<file path="config.mk">
export PLATFORM = sky130hd
export DESIGN_NAME = ppp_front
export DESIGN_NICKNAME = d
export VERILOG_FILES = /design/src/rtl/ppp_pkg.sv /design/src/rtl/ppp_fifo.sv /design/src/rtl/ppp_front.sv
export SDC_FILE = /design/constraint.sdc
export NUM_CORES = 1
export LEC_CHECK = 0
export ABC_AREA = 1
export BUFFER_PORTS_ARGS = -buffer_cell sky130_fd_sc_hd__buf_2
export CAP_MARGIN = 0
export CORE_MARGIN = 2
export CORE_UTILIZATION = 55
export DETAILED_ROUTE_END_ITERATION = 8
export PLACE_DENSITY = 0.78
export SYNTH_ARGS = -nofsm -noshare
export SYNTH_HDL_FRONTEND = slang
export SYNTH_SLANG_ARGS = --single-unit
</file>
<file path="constraint.sdc">
create_clock -name clock -period 10.1 [get_ports clock]
set_input_delay 0.505 -clock clock [delete_from_list [all_inputs] [get_ports clock]]
set_output_delay 0.505 -clock clock [all_outputs]
set_load 0.02 [all_outputs]
</file>
<file path="src/rtl/ppp_pkg.sv">
`timescale 1ns / 1ps
// ----------------------------------------------------------------------------
// ppp_pkg
// shared types, constants and register codes of the point projection block
// ----------------------------------------------------------------------------
package ppp_pkg;

   // default camera geometry
   localparam int DEF_IMG_WIDTH  = 1960;
   localparam int DEF_IMG_HEIGHT = 1080;
   localparam int DEF_CENTER_U   = 190;
   localparam int DEF_CENTER_V   = 160;

   // datapath widths
   localparam int COORD_W  = 32;
   localparam int DIFF_W   = COORD_W + 1;
   localparam int QUAT_W   = 15;
   localparam int FOCAL_W  = 16;
   localparam int PIXEL_W  = 16;
   localparam int DIV_BITS = 17;

   // queue sizes
   localparam int MID_DEPTH_LOG = 2;
   localparam int OUT_DEPTH_LOG = 1;

   // register port
   localparam int CSR_ADDR_W = 5;
   localparam int CSR_DATA_W = 32;

   // register reset values
   localparam logic signed [QUAT_W-1:0]  QUAT_W_RST  = -15'sd8192;
   localparam logic signed [QUAT_W-1:0]  QUAT_X_RST  = 15'sd8192;
   localparam logic signed [QUAT_W-1:0]  QUAT_Y_RST  = 15'sd8192;
   localparam logic signed [QUAT_W-1:0]  QUAT_Z_RST  = -15'sd8192;
   localparam logic signed [COORD_W-1:0] TRANS_RST   = 32'sd131072;
   localparam logic [FOCAL_W-1:0]        FOCAL_RST   = 16'd400;

   typedef enum logic [2:0] {
      REG_QUAT_W  = 3'd0,
      REG_QUAT_X  = 3'd1,
      REG_QUAT_Y  = 3'd2,
      REG_QUAT_Z  = 3'd3,
      REG_TRANS_X = 3'd4,
      REG_TRANS_Y = 3'd5,
      REG_TRANS_Z = 3'd6,
      REG_FOCAL   = 3'd7
   } csr_reg_type;

   typedef struct packed {
      logic signed [QUAT_W-1:0] w;
      logic signed [QUAT_W-1:0] x;
      logic signed [QUAT_W-1:0] y;
      logic signed [QUAT_W-1:0] z;
   } quat_type;

   typedef struct packed {
      logic signed [DIFF_W-1:0] dx;
      logic signed [DIFF_W-1:0] dy;
      logic signed [DIFF_W-1:0] dz;
   } diff_type;

   typedef struct packed {
      logic signed [PIXEL_W-1:0] pixel_u;
      logic signed [PIXEL_W-1:0] pixel_v;
      logic                      in_image;
      logic                      zero_depth;
   } result_type;

endpackage

</file>
<file path="src/rtl/ppp_fifo.sv">
`timescale 1ns / 1ps
// ----------------------------------------------------------------------------
// ppp_fifo
// small first-in first-out queue with full and empty flags
// ----------------------------------------------------------------------------
module ppp_fifo #(
   parameter int WIDTH     = 1,
   parameter int DEPTH_LOG = 1
) (
   input  logic             clock,
   input  logic             reset,
   input  logic             push,
   input  logic [WIDTH-1:0] wdata,
   output logic             full,
   input  logic             pop,
   output logic [WIDTH-1:0] rdata,
   output logic             empty
);
   localparam int DEPTH = 1 << DEPTH_LOG;

   logic [WIDTH-1:0]   mem_ff [DEPTH];
   logic [DEPTH_LOG:0] wr_ff, wr_in;
   logic [DEPTH_LOG:0] rd_ff, rd_in;
   logic               do_push, do_pop;

   assign empty   = (wr_ff == rd_ff);
   assign full    = (wr_ff[DEPTH_LOG] != rd_ff[DEPTH_LOG]) &&
                    (wr_ff[DEPTH_LOG-1:0] == rd_ff[DEPTH_LOG-1:0]);
   assign do_push = push && !full;
   assign do_pop  = pop && !empty;
   assign wr_in   = do_push ? wr_ff + 1'b1 : wr_ff;
   assign rd_in   = do_pop ? rd_ff + 1'b1 : rd_ff;
   assign rdata   = mem_ff[rd_ff[DEPTH_LOG-1:0]];

   always_ff @(posedge clock) begin
      if (reset) begin
         wr_ff <= '0;
         rd_ff <= '0;
      end else begin
         wr_ff <= wr_in;
         rd_ff <= rd_in;
      end
   end

   always_ff @(posedge clock) begin
      if (do_push) begin
         mem_ff[wr_ff[DEPTH_LOG-1:0]] <= wdata;
      end
   end

endmodule

</file>
<file path="src/rtl/ppp_front.sv">
`timescale 1ns / 1ps
// ----------------------------------------------------------------------------
// ppp_front
// takes world points, removes the camera translation and queues them
// ----------------------------------------------------------------------------
module ppp_front (
   input  logic                                  clock,
   input  logic                                  reset,
   input  logic                                  req_push,
   output logic                                  req_full,
   input  logic signed [ppp_pkg::COORD_W-1:0]    req_world_x,
   input  logic signed [ppp_pkg::COORD_W-1:0]    req_world_y,
   input  logic signed [ppp_pkg::COORD_W-1:0]    req_world_z,
   input  logic signed [ppp_pkg::COORD_W-1:0]    trans_x,
   input  logic signed [ppp_pkg::COORD_W-1:0]    trans_y,
   input  logic signed [ppp_pkg::COORD_W-1:0]    trans_z,
   input  logic                                  mid_pop,
   output logic                                  mid_empty,
   output ppp_pkg::diff_type                     mid_diff
);
   import ppp_pkg::*;

   diff_type             diff_in;
   logic [$bits(diff_type)-1:0] head;

   // exact 33 bit differences
   assign diff_in.dx = DIFF_W'(req_world_x) - DIFF_W'(trans_x);
   assign diff_in.dy = DIFF_W'(req_world_y) - DIFF_W'(trans_y);
   assign diff_in.dz = DIFF_W'(req_world_z) - DIFF_W'(trans_z);

   ppp_fifo #(
      .WIDTH     ($bits(diff_type)),
      .DEPTH_LOG (MID_DEPTH_LOG)
   ) u_mid_fifo (
      .clock (clock),
      .reset (reset),
      .push  (req_push),
      .wdata (diff_in),
      .full  (req_full),
      .pop   (mid_pop),
      .rdata (head),
      .empty (mid_empty)
   );

   assign mid_diff = diff_type'(head);

endmodule

</file>
==> results.json <==
{
  "grt_pass1_vias": 17992,
  "cts_tree": "yes",
  "clockBufferDepth": 3,
  "worstPathCellList": "inv_2 > buf_4 > o21ai_0 > o22ai_1 > buf_2",
  "overflow": 0,
  "fin_area_sq_um": 26000,
  "io_pins": 297,
  "power_density_nw_per_um2": 186,
  "postCtsSetupBuffers": 0,
  "syn2layout_area_growth_pct": 14.0,
  "ys_async_sr_fraction": 0,
  "vdd_drop_max_uv": 106,
  "slew_viol_final": 0,
  "finalHoldViolCount": 0,
  "fill_cells": 3413,
  "finClkSkew_ns": 0.0112,
  "max_stage_delay_ns": 0.69,
  "rows": 74,
  "fin_tns_setup_ns": 0,
  "crit_family": "buffers and inverters",
  "path_clk_slew_ns": 0.07,
  "arrival_ns": 3.29,
  "drtIter0Drc": 1368,
  "via_per_inst": 5.24,
  "cts.htree.levels": 2,
  "grt_max_degree": 103,
  "placedCellCount": 3465,
  "timing.rr.start": "u_mid_fifo.wr_ff[1]",
  "cap_violations": 0,
  "die_area_sq_um": 43100,
  "syn_nets": 2989,
  "grt.total_usage": 0.263,
  "finalCriticalPeriod_ns": 3.80,
  "yosysTopAreaCellShare": 0.522,
  "yosys-top-cells-count": "nand2_1 (752), inv_1 (488), edfxtp_1 (396)",
  "p_leak_nw": 12.6,
  "dp_slack_ns": 6.91,
  "yosys.cell_types.count": 30,
  "synth_edf_count": 396,
  "drive_above_1_share": 0.132,
  "die_w_um": 207,
  "clock-sinks": 404,
  "max_slew_margin": 0.327,
  "nets": 3275,
  "cts_resized": 0,
  "postSynthCellCount": 2689,
  "ys_warn_count": 0,
  "start_util": 0.558,
  "setup_ws_ns": 6.30,
  "stdcell_count": 3538,
  "setup_viol": 0,
  "num_vias": 18552,
  "crit_required_ns": 9.60,
  "wire_per_inst_um": 16.1,
  "drt_first_pass_iters": 5,
  "dp_hpwl_um": 41000,
  "rsz0062_at_grt": "no",
  "fin_crit_sh": 0.376,
  "place_congestion": 0.945,
  "grt_pass1_wl_um": 91100,
  "ant_nets": 0,
  "min_path_type": "in2reg",
  "io_buffers": 296,
  "root_buffer": "clkbuf_16",
  "start_kind": "flop",
  "max_freq_mhz": 263,
  "slowest_stage": "buf_4",
  "synth_seq_area_share": 0.529,
  "core_sq_um": 40800,
  "antenna_found_initial": 2,
  "ys_ff_latch": 404,
  "yosys-top-cells-area": "edfxtp_1 (52%), nand2_1 (12%), inv_1 (8.0%)",
  "syn_area_sq_um": 22800,
  "post_dp_cell_area_sq_um": 24700,
  "drc": 0,
  "worstPathMaxFanout": 60,
  "die_h_um": 207,
  "ys.flop_type": "edfxtp_1",
  "critPathBufInv": 3,
  "hold_start": "reset",
  "max_slew.worst_pin.slew_ns": 1.01,
  "clk_latency_ns": 0.55,
  "avgSynthCellArea_sq_um": 8.47,
  "setup.worst_path.end_class": "output port",
  "cts_hold_buf": 0,
  "wl_um": 57100,
  "status": "completed",
  "synthMostInstantiatedCell": "nand2_1",
  "yosysTopAreaCell": "edfxtp_1",
  "post-route-util": 0.636,
  "worstSetupPathType": "reg2out",
  "cts-buffers-inserted": 40
}
## worst reg2reg max path: stages (launching register included)
cell and delay (ns):
dfxtp_1 0.42, xnor2_1 0.13, nand2_1 0.09, or2_4 0.13, nand2_4 0.11, nor2_4 0.27, buf_4 0.50, buf_4 0.85
## layout make-up
cell class                      count  area, sq um  share of cell area
Sequential cell                   404        12100               0.465
Clock buffer                       48         1070              0.0414
Timing Repair Buffer              309         1580              0.0608
Tap cell                          532          666              0.0256
Inverter                          490         1840              0.0711
Antenna cell                        3         7.51            0.000289
Multi-Input combinational cell   1730         8540               0.329
Clock inverter                     22          185             0.00714
## where the power goes
group | internal (W) | switching [W] | total, W
clock network | 0.000813 | 0.000607 | 0.00142
logic | 0.000391 | 0.000949 | 0.00134
registers | 0.00204 | 0.0000421 | 0.00208
total | 0.00324 | 0.00160 | 0.00484
## state kept, by name (all words and copies together), names as in the netlist, named ones only
register / cells
u_mid_fifo.mem_ff: 396
u_mid_fifo.rd_ff: 3
u_mid_fifo.wr_ff: 3
## logic make-up (layout without fill, tap and decap cells)
kind of cell,count (synthesis),in the layout,synth area share
adders and majority gates,104,104,0.0581
and+or+nand+nor,1205,1205,0.209
AOI/OAI and AO/OA,372,372,0.0879
other,0,3,0
xor gates and xnor gates,49,49,0.0188
buffers and inverters,555,869,0.0971
DFF,404,404,0.529
## stage by stage
stage,hold WS (ns),power [W]
2_1_floorplan,0.447,0.00301
3_3_place_gp,0.460,0.00341
3_5_place_dp,0.473,0.00345
4_1_cts,0.126,0.00486
5_1_grt,0.146,0.00507
6_report,0.141,0.00484
## path summary, 6_finish.rpt
| kind | to | slack, ns | depth (start not counted) |
|---|---|---|---|
| setup / recovery | mid_diff[0] | 6.30 | 5 |
| setup reg to reg | u_mid_fifo.mem_ff[1][57] | 7.14 | 7 |
| hold / removal | u_mid_fifo.wr_ff[2] | 0.14 | 2 |
| hold reg to reg | u_mid_fifo.rd_ff[2] | 0.49 | 2 |
## per-layer routing
metal,vias to the layer above,GRT usage,routed length (um)
met2,623,0.444,26900
met4,0,0.0840,1720
met3,109,0.0463,4300
met1,8569,0.347,24100
met5,-,0,0
li1,9251,-,-
## cell usage in the layout (no fill, tap or decap), types with 12 or more instances in the layout
| cell type | count |
|---|---|
| ha_1 | 101 |
| xor2_1 | 40 |
| buf_2 | 296 |
| nor2_1 | 329 |
| nand4_1 | 12 |
| o21ai_0 | 200 |
| nand3_1 | 69 |
| o22ai_1 | 99 |
| nand2_2 | 17 |
| clkbuf_16 | 42 |
| a21oi_1 | 65 |
| buf_4 | 13 |
| nand2_1 | 752 |
| edfxtp_1 | 396 |
| inv_1 | 488 |
No activity file was read; power rests on OpenSTA's default activity.
