--- config.mk ---
export PLATFORM = sky130hd
export DESIGN_NAME = ppp_fifo
export DESIGN_NICKNAME = d
export VERILOG_FILES = /design/src/rtl/ppp_fifo.sv
export SDC_FILE = /design/constraint.sdc
export NUM_CORES = 1
export LEC_CHECK = 0
export ABC_CLOCK_PERIOD_IN_PS = 1500
export BUFFER_PORTS_ARGS = -buffer_cell sky130_fd_sc_hd__buf_2
export CAP_MARGIN = 15
export CORE_AREA = 3 3 40 42
export CTS_CLUSTER_DIAMETER = 80
export CTS_CLUSTER_SIZE = 12
export DETAILED_ROUTE_END_ITERATION = 16
export DIE_AREA = 0 0 43 45
export HOLD_SLACK_MARGIN = 0.08
export PLACE_DENSITY = 0.47
export SETUP_SLACK_MARGIN = 0.3
export SLEW_MARGIN = 20
export SYNTH_ARGS = -nofsm -noshare
export SYNTH_HDL_FRONTEND = slang
export SYNTH_SLANG_ARGS = --single-unit
--- constraint.sdc ---
create_clock -name clock -period 1.5 [get_ports clock]
set_clock_uncertainty 0.05 [all_clocks]
set_input_delay 0.15 -clock clock [delete_from_list [all_inputs] [get_ports clock]]
set_output_delay 0.15 -clock clock [all_outputs]
set_load 0.01 [all_outputs]
--- src/rtl/ppp_fifo.sv ---
`timescale 1ns / 1ps
// ----------------------------------------------------------------------------
// ppp_fifo
// small first-in first-out queue with full and empty flags
// ----------------------------------------------------------------------------
module ppp_fifo #(
   parameter int WIDTH     = 1,
   parameter int DEPTH_LOG = 1
) (
   input  logic             clock,
   input  logic             reset,
   input  logic             push,
   input  logic [WIDTH-1:0] wdata,
   output logic             full,
   input  logic             pop,
   output logic [WIDTH-1:0] rdata,
   output logic             empty
);
   localparam int DEPTH = 1 << DEPTH_LOG;

   logic [WIDTH-1:0]   mem_ff [DEPTH];
   logic [DEPTH_LOG:0] wr_ff, wr_in;
   logic [DEPTH_LOG:0] rd_ff, rd_in;
   logic               do_push, do_pop;

   assign empty   = (wr_ff == rd_ff);
   assign full    = (wr_ff[DEPTH_LOG] != rd_ff[DEPTH_LOG]) &&
                    (wr_ff[DEPTH_LOG-1:0] == rd_ff[DEPTH_LOG-1:0]);
   assign do_push = push && !full;
   assign do_pop  = pop && !empty;
   assign wr_in   = do_push ? wr_ff + 1'b1 : wr_ff;
   assign rd_in   = do_pop ? rd_ff + 1'b1 : rd_ff;
   assign rdata   = mem_ff[rd_ff[DEPTH_LOG-1:0]];

   always_ff @(posedge clock) begin
      if (reset) begin
         wr_ff <= '0;
         rd_ff <= '0;
      end else begin
         wr_ff <= wr_in;
         rd_ff <= rd_in;
      end
   end

   always_ff @(posedge clock) begin
      if (do_push) begin
         mem_ff[wr_ff[DEPTH_LOG-1:0]] <= wdata;
      end
   end

endmodule

==> qor.txt, run 1 <==
outcome = complete, no violations
1st-iter DRT viols = 10
Die W = 43 um
I/O Pins = 8
row count = 13
relative slew slack = 0.857
post-synthesis mux area share = 0.0632
setup_tns = 0 ps
Synth Warn # = 0
vias in the first global route = 314
synthesized area = 337 um^2
Startpoint Class = register
Yosys top cell by area = dfxtp_1
post-route antenna net violation count = 0
Worst Path Required = 1300 ps
Die Y = 45 um
Hold Fails Final Rpt = 0
Synth Area in Simple Gates = 0.138
Compound-Gate Fraction of Synth Area = 0.186
largest net degree at the start of global routing = 9
Synth Area in Adders = 0
Core Area = 1280 um^2
TritonCTS Sinks = 7
top-count cell post-synth = dfxtp_1
grt total ovfl = 0
DP Area = 382 um^2
Layout area overhead = 50.6%
n_diodes = 0
Post-Place Worst Slack = 261 ps
Post-Route WL = 778 um
VDD IR-drop max = 0.411 mV
Tmin final = 1230 ps
overall routing resource usage = 0.102
Util after Layout = 0.394
# nets final = 55
xor/xnor share of the synthesized area = 0.100
Power Density = 1050 nW/um^2
die area = 1940 um^2
WS Path Type = register to output pin
Yosys cell types = 21
initial antenna violation count = 0
final setup fails = 0
Crit. End Element = output pin
fin area = 507 um^2
Design Power = 533 uW
first-pass GRT wire length = 1350 um
main combinational cell family by area after synthesis = compound AO/OA/AOI/OAI gates
Synth area leaders = dfxtp_1 (30%), edfxtp_1 (18%), xor2_2 (4.8%)
htree depth = 1
max-cap viol count = 0
vias per cell = 4.81
worst slew pin tran = 214 ps
drt drc = 0
Avg Inst Size Synth = 9.90 um^2
static leakage = 0.197 nW
Mapped Cells = 34
final setup margin = 271 ps
DRT Pass-1 Iters = 4
#FFs+latches synth = 7
number of CTS-inserted buffers = 3
maximum root-to-sink buffer count = 2
Port-buffer cells = 7
HPWL after DPL = 488 um
fmax = 814 MHz
Async S/R FF share, synth = 0
drt wl/cell = 12.2 um
register area share after synthesis = 0.476
WP data arrival = 1030 ps
Syn Nets = 39
ratio of cells with drive above 1 in the final layout = 0.510
unrepaired setup endpoints after global routing = true
Worst-Skew Late Latency = 260 ps
CP Max Fanout = 5
Final GP Congestion = 0.782
Yosys top cell area share = 0.297
CTS root buf = clkbuf_4
Tcrit/Tclk final = 0.819
Max Slew Vio Count = 0
Reg clk slew, reported paths = 50 ps
TritonCTS clock tree = done
Post-synth EDFFs = 2
Main synth FF type = dfxtp_1
hold crit path type = input pin to register
via count = 308
initial core utilization = 0.262
most instantiated cells after synthesis = dfxtp_1 (5), nor2_1 (4), a21oi_1 (3)
-- cells by family after synthesis --
| group | after synthesis |
|---|---|
| DFF | 7 |
| muxes | 2 |
| AOI/OAI and AO/OA | 9 |
| buffers and inverters | 3 |
| xor gates and xnor gates | 3 |
| and+or+nand+nor | 10 |
-- per-layer routing --
metal / global-route usage / vias to the layer above / wire [um]
met4: 0.0723 / 0 / 15
met3: 0.0717 / 2 / 70
met5: 0 / - / 0
met1: 0.106 / 141 / 305
li1: - / 151 / -
met2: 0.147 / 14 / 387
-- stage by stage --
step           cells  hold WS, ps
6_report          64          105
2_1_floorplan     34          165
3_3_place_gp      54          296
4_1_cts           62          101
3_5_place_dp      54          301
5_1_grt           64          125
-- where the power goes --
group,switching [mW],leakage (nW),internal [mW]
Clock,0.0690,0.0150,0.101
Combinational,0.0627,0.119,0.0690
Sequential,0.0185,0.0629,0.212
Total,0.150,0.197,0.382
-- final cells by class --
type / count / area (um^2)
Tap cell: 15 / 18.8
Clock buffer: 4 / 26.3
Multi-Input combinational cell: 24 / 190
Sequential cell: 7 / 176
Timing Repair Buffer: 13 / 91.3
Inverter: 1 / 3.75
Fill cell: 137 / 778
-- cell usage in the layout, fill, tap and decap left out --
cell type,n
buf_2,6
nand2_1,2
buf_4,4
edfxtp_1,2
clkbuf_1,1
clkbuf_4,3
mux2_4,1
inv_1,1
nand3b_1,1
dfxtp_4,4
a211oi_2,1
o21ai_1,1
a311oi_1,1
nand2b_1,1
buf_6,1
xnor2_2,1
dfxtp_2,1
a21oi_1,3
xor2_2,2
mux2i_1,1
a31oi_1,2
a21oi_4,1
dlygate4sd3_1,2
nand3_1,2
nor2_1,4
-- path summary, 6_finish.rpt --
kind	startpoint	slack (ps)	cells after the start	endpoint
worst min-delay path	pop	100	2	rd_ff[1]
worst min register to register	wr_ff[1]	480	2	wr_ff[1]
worst max register to register	wr_ff[1]	340	3	mem_ff[1]
worst max-delay path	rd_ff[1]	270	3	full
-- worst max-delay path, stage by stage, from the launching register on --
cell and delay [ps]:
dfxtp_4 360, xnor2_2 210, nor2_1 60, buf_2 140
-- what timing repair did --
action                     CTS  global route
setup endpoints to repair    4             5
hold endpoints to repair     7             0
resized for setup           12             2
pin swaps                    3             2
hold buffers                 2             0
buffers inserted             2             2
cloned                       0             0
Power figures use the tool's default switching activity.
==> run 2, diff against run 1 <==
ABC_AREA = 1   (was not set)
ABC_CLOCK_PERIOD_IN_PS = 1150   (was 1500)
PLACE_DENSITY = 0.49   (was 0.47)
clock period = 1.15 ns   (was 1.5 ns; I/O delays follow)
==> run 2 against run 1 <==
  * Cell count up 28%
  * Sequential power up 32%
  * Sequential cell count unchanged
  * Via count up 13%
  * Non-clock buffer count unchanged
  * Clock power up 36%
  * Utilization up 5.2 points
  * Die area unchanged
  * Design area up 13%
  * Power up 53%
  * Critical endpoint is now empty
  * The run now ends with setup timing left
  * Wire length down 3.7%
==> qor.txt, run 2 <==
Worst-Skew Late Latency = 250 ps
fillers = 131
post-route antenna net violation count = 0
Reg clk slew, reported paths = 50 ps
initial core utilization = 0.287
switching pwr = 257 uW
Design Power = 813 uW
WS Path Type = register to output pin
Yosys cell types = 10
Core Area = 1280 um^2
Post-Route WL = 749 um
most instantiated cells after synthesis = nand2_1 (13), inv_1 (10), nor2_1 (6)
n_diodes = 0
setup_tns = -81.5 ps
Post-synth EDFFs = 2
vias per cell = 4.24
Startpoint Class = register
outcome = complete, but fails checks
number of CTS-inserted buffers = 3
Port-buffer cells = 7
#FFs+latches synth = 7
Crit. End Element = output pin
CTS root buf = clkbuf_4
fmax = 845 MHz
Clock Power Share = 0.284
I/O Pins = 8
hold path start = push
Layout area overhead = 55.3%
register area share after synthesis = 0.434
TritonCTS Sinks = 7
Power Density = 1420 nW/um^2
overall routing resource usage = 0.0902
final setup margin = -33.0 ps
# nets final = 73
Tmin final = 1180 ps
first-pass GRT wire length = 1190 um
CP Max Fanout = 5
Avg Inst Size Synth = 7.38 um^2
Die W = 43 um
initial antenna violation count = 0
Max stage delay cell, worst path = dfxtp_4
dpl cells = 72
htree depth = 1
relative slew slack = 0.898
TritonCTS clock tree = done
origin of the critical flop-to-flop path = rd_ff[1]
drt wl/cell = 9.13 um
sequential group share of total power = 0.374
vias in the first global route = 299
largest net degree at the start of global routing = 6
R2R Path End = mem_ff[1]
reg2reg setup slack = -20 ps
worst slew pin tran = 153 ps
Crit. path cell count = 6
Hold Path Cell Cnt = 3
Synth Warn # = 0
Tcrit/Tclk final = 1.03
Buffers & Inverters on Critical Path = 3
Hold EP = wr_ff[0]
Die Y = 45 um
final setup fails = 4
drt drc = 0
most frequent cells in the layout = nand2_2 (10), inv_2 (7), nand2_1 (7), nor2_1 (5)
Yosys top cell by area = dfxtp_1
row count = 13
most common cell after layout, fill and taps aside = nand2_2
hold crit path type = input pin to register
maximum root-to-sink buffer count = 2
Async S/R FF share, synth = 0
DRT Pass-1 Iters = 3
top-count cell post-synth = nand2_1
Final GP Congestion = 0.655
die area = 1940 um^2
Syn Nets = 55
Mapped Cells = 50
synthesized area = 369 um^2
CP top delay family = flip-flops
crit path cell chain = inv_2, nand2_2, nand2_2, nand2_4, inv_2, buf_6
static leakage = 0.282 nW
Logic pwr share = 0.342
Hold Fails Final Rpt = 0
ratio of cells with drive above 1 in the final layout = 0.672
via count = 348
Switching Fraction = 0.316
max-cap viol count = 0
Worst Path Required = 990 ps
grt total ovfl = 0
worst r2r path cells = 7
Synth area leaders = dfxtp_1 (27%), edfxtp_1 (16%), nand2_1 (13%)
Main synth FF type = dfxtp_1
HPWL after DPL = 473 um
Max Slew Vio Count = 0
unrepaired setup endpoints after global routing = true
VDD IR-drop max = 0.640 mV
cell internal pwr = 556 uW
CP max stage delay = 370 ps
1st-iter DRT viols = 3
WP data arrival = 1020 ps
Yosys top cell area share = 0.271
post-route non-filler standard cell count = 82
violated checks = setup timing
run 2: cell types whose count changed after synthesis, sizes merged, moves of 2 or more:
cell,change
nand2,+18
a31oi,-2
nor2,+2
inv,+9
xor2,-2
run 2: per-layer routing:
layer	share of wire	vias up	track usage	wire, um
met2	0.49	7	0.135	368
met4	0.013	0	0.0542	10
met5	0	-	0	0
li1	-	186	-	-
met3	0.060	2	0.0598	45
met1	0.43	153	0.0949	324
run 2: worst register-to-register path: stages, from the launching register on:
cell	delay, ps
dfxtp_4	370
inv_2	50
nand2_2	50
nand2_2	60
nand2_4	70
buf_4	130
nand2_2	60
inv_2	50
run 2: cells by family after synthesis:
family,after synthesis,synth area share
AOI/OAI and AO/OA,4,0.0542
DFF,7,0.434
buffers and inverters,10,0.102
and+or+nand+nor,28,0.380
muxes,1,0.0305
run 2: timing repair:
| action | in CTS | in global routing |
|---|---|---|
| hold endpoints to repair | 5 | 0 |
| setup buffers | 5 | 0 |
| gates resized for setup | 14 | 7 |
| setup endpoints to repair | 10 | 10 |
| hold buffers | 1 | 0 |
| gates cloned | 0 | 0 |
| pin swaps | 4 | 8 |
run 2: worst max-delay path by stage:
stage / slack (ps) / end / from
2_1_floorplan: 90 / mem_ff[0] / wr_ff[0]
3_3_place_gp: 30 / mem_ff[0] / wr_ff[0]
3_5_place_dp: 30 / mem_ff[0] / wr_ff[0]
4_1_cts: -40 / full / wr_ff[0]
5_1_grt: -70 / empty / rd_ff[1]
6_report: -30 / empty / rd_ff[1]
run 2: cell type report:
type	instances	area, um^2	share of cell area
inverter	10	37.5	0.0655
sequential	7	174	0.303
clock buffer	4	26.3	0.0459
timing repair buffer	13	105	0.183
multi-input combinational	33	211	0.369
tap	15	18.8	0.0328
run 2: through the flow:
stage                     hold WS (ps)  setup slack (ps)   util  cell area (um^2)
after detailed placement           259              34.5  0.337               433
final                             82.8             -33.0  0.446               573
after floorplan                    164              94.6      -               379
after global routing              86.7             -68.7  0.446               573
after CTS                         61.5             -40.6  0.434               558
after global placement             258              28.2  0.337               433
run 2: power groups by stage:
| stage | combinational [mW] | sequential, mW | clock (mW) |
|---|---|---|---|
| finish | 0.278 | 0.304 | 0.231 |
| global route | 0.304 | 0.307 | 0.253 |
| CTS | 0.271 | 0.303 | 0.244 |
| detailed placement | 0.168 | 0.310 | 0 |
| global placement | 0.167 | 0.310 | 0 |
| floorplan | 0.132 | 0.305 | 0 |
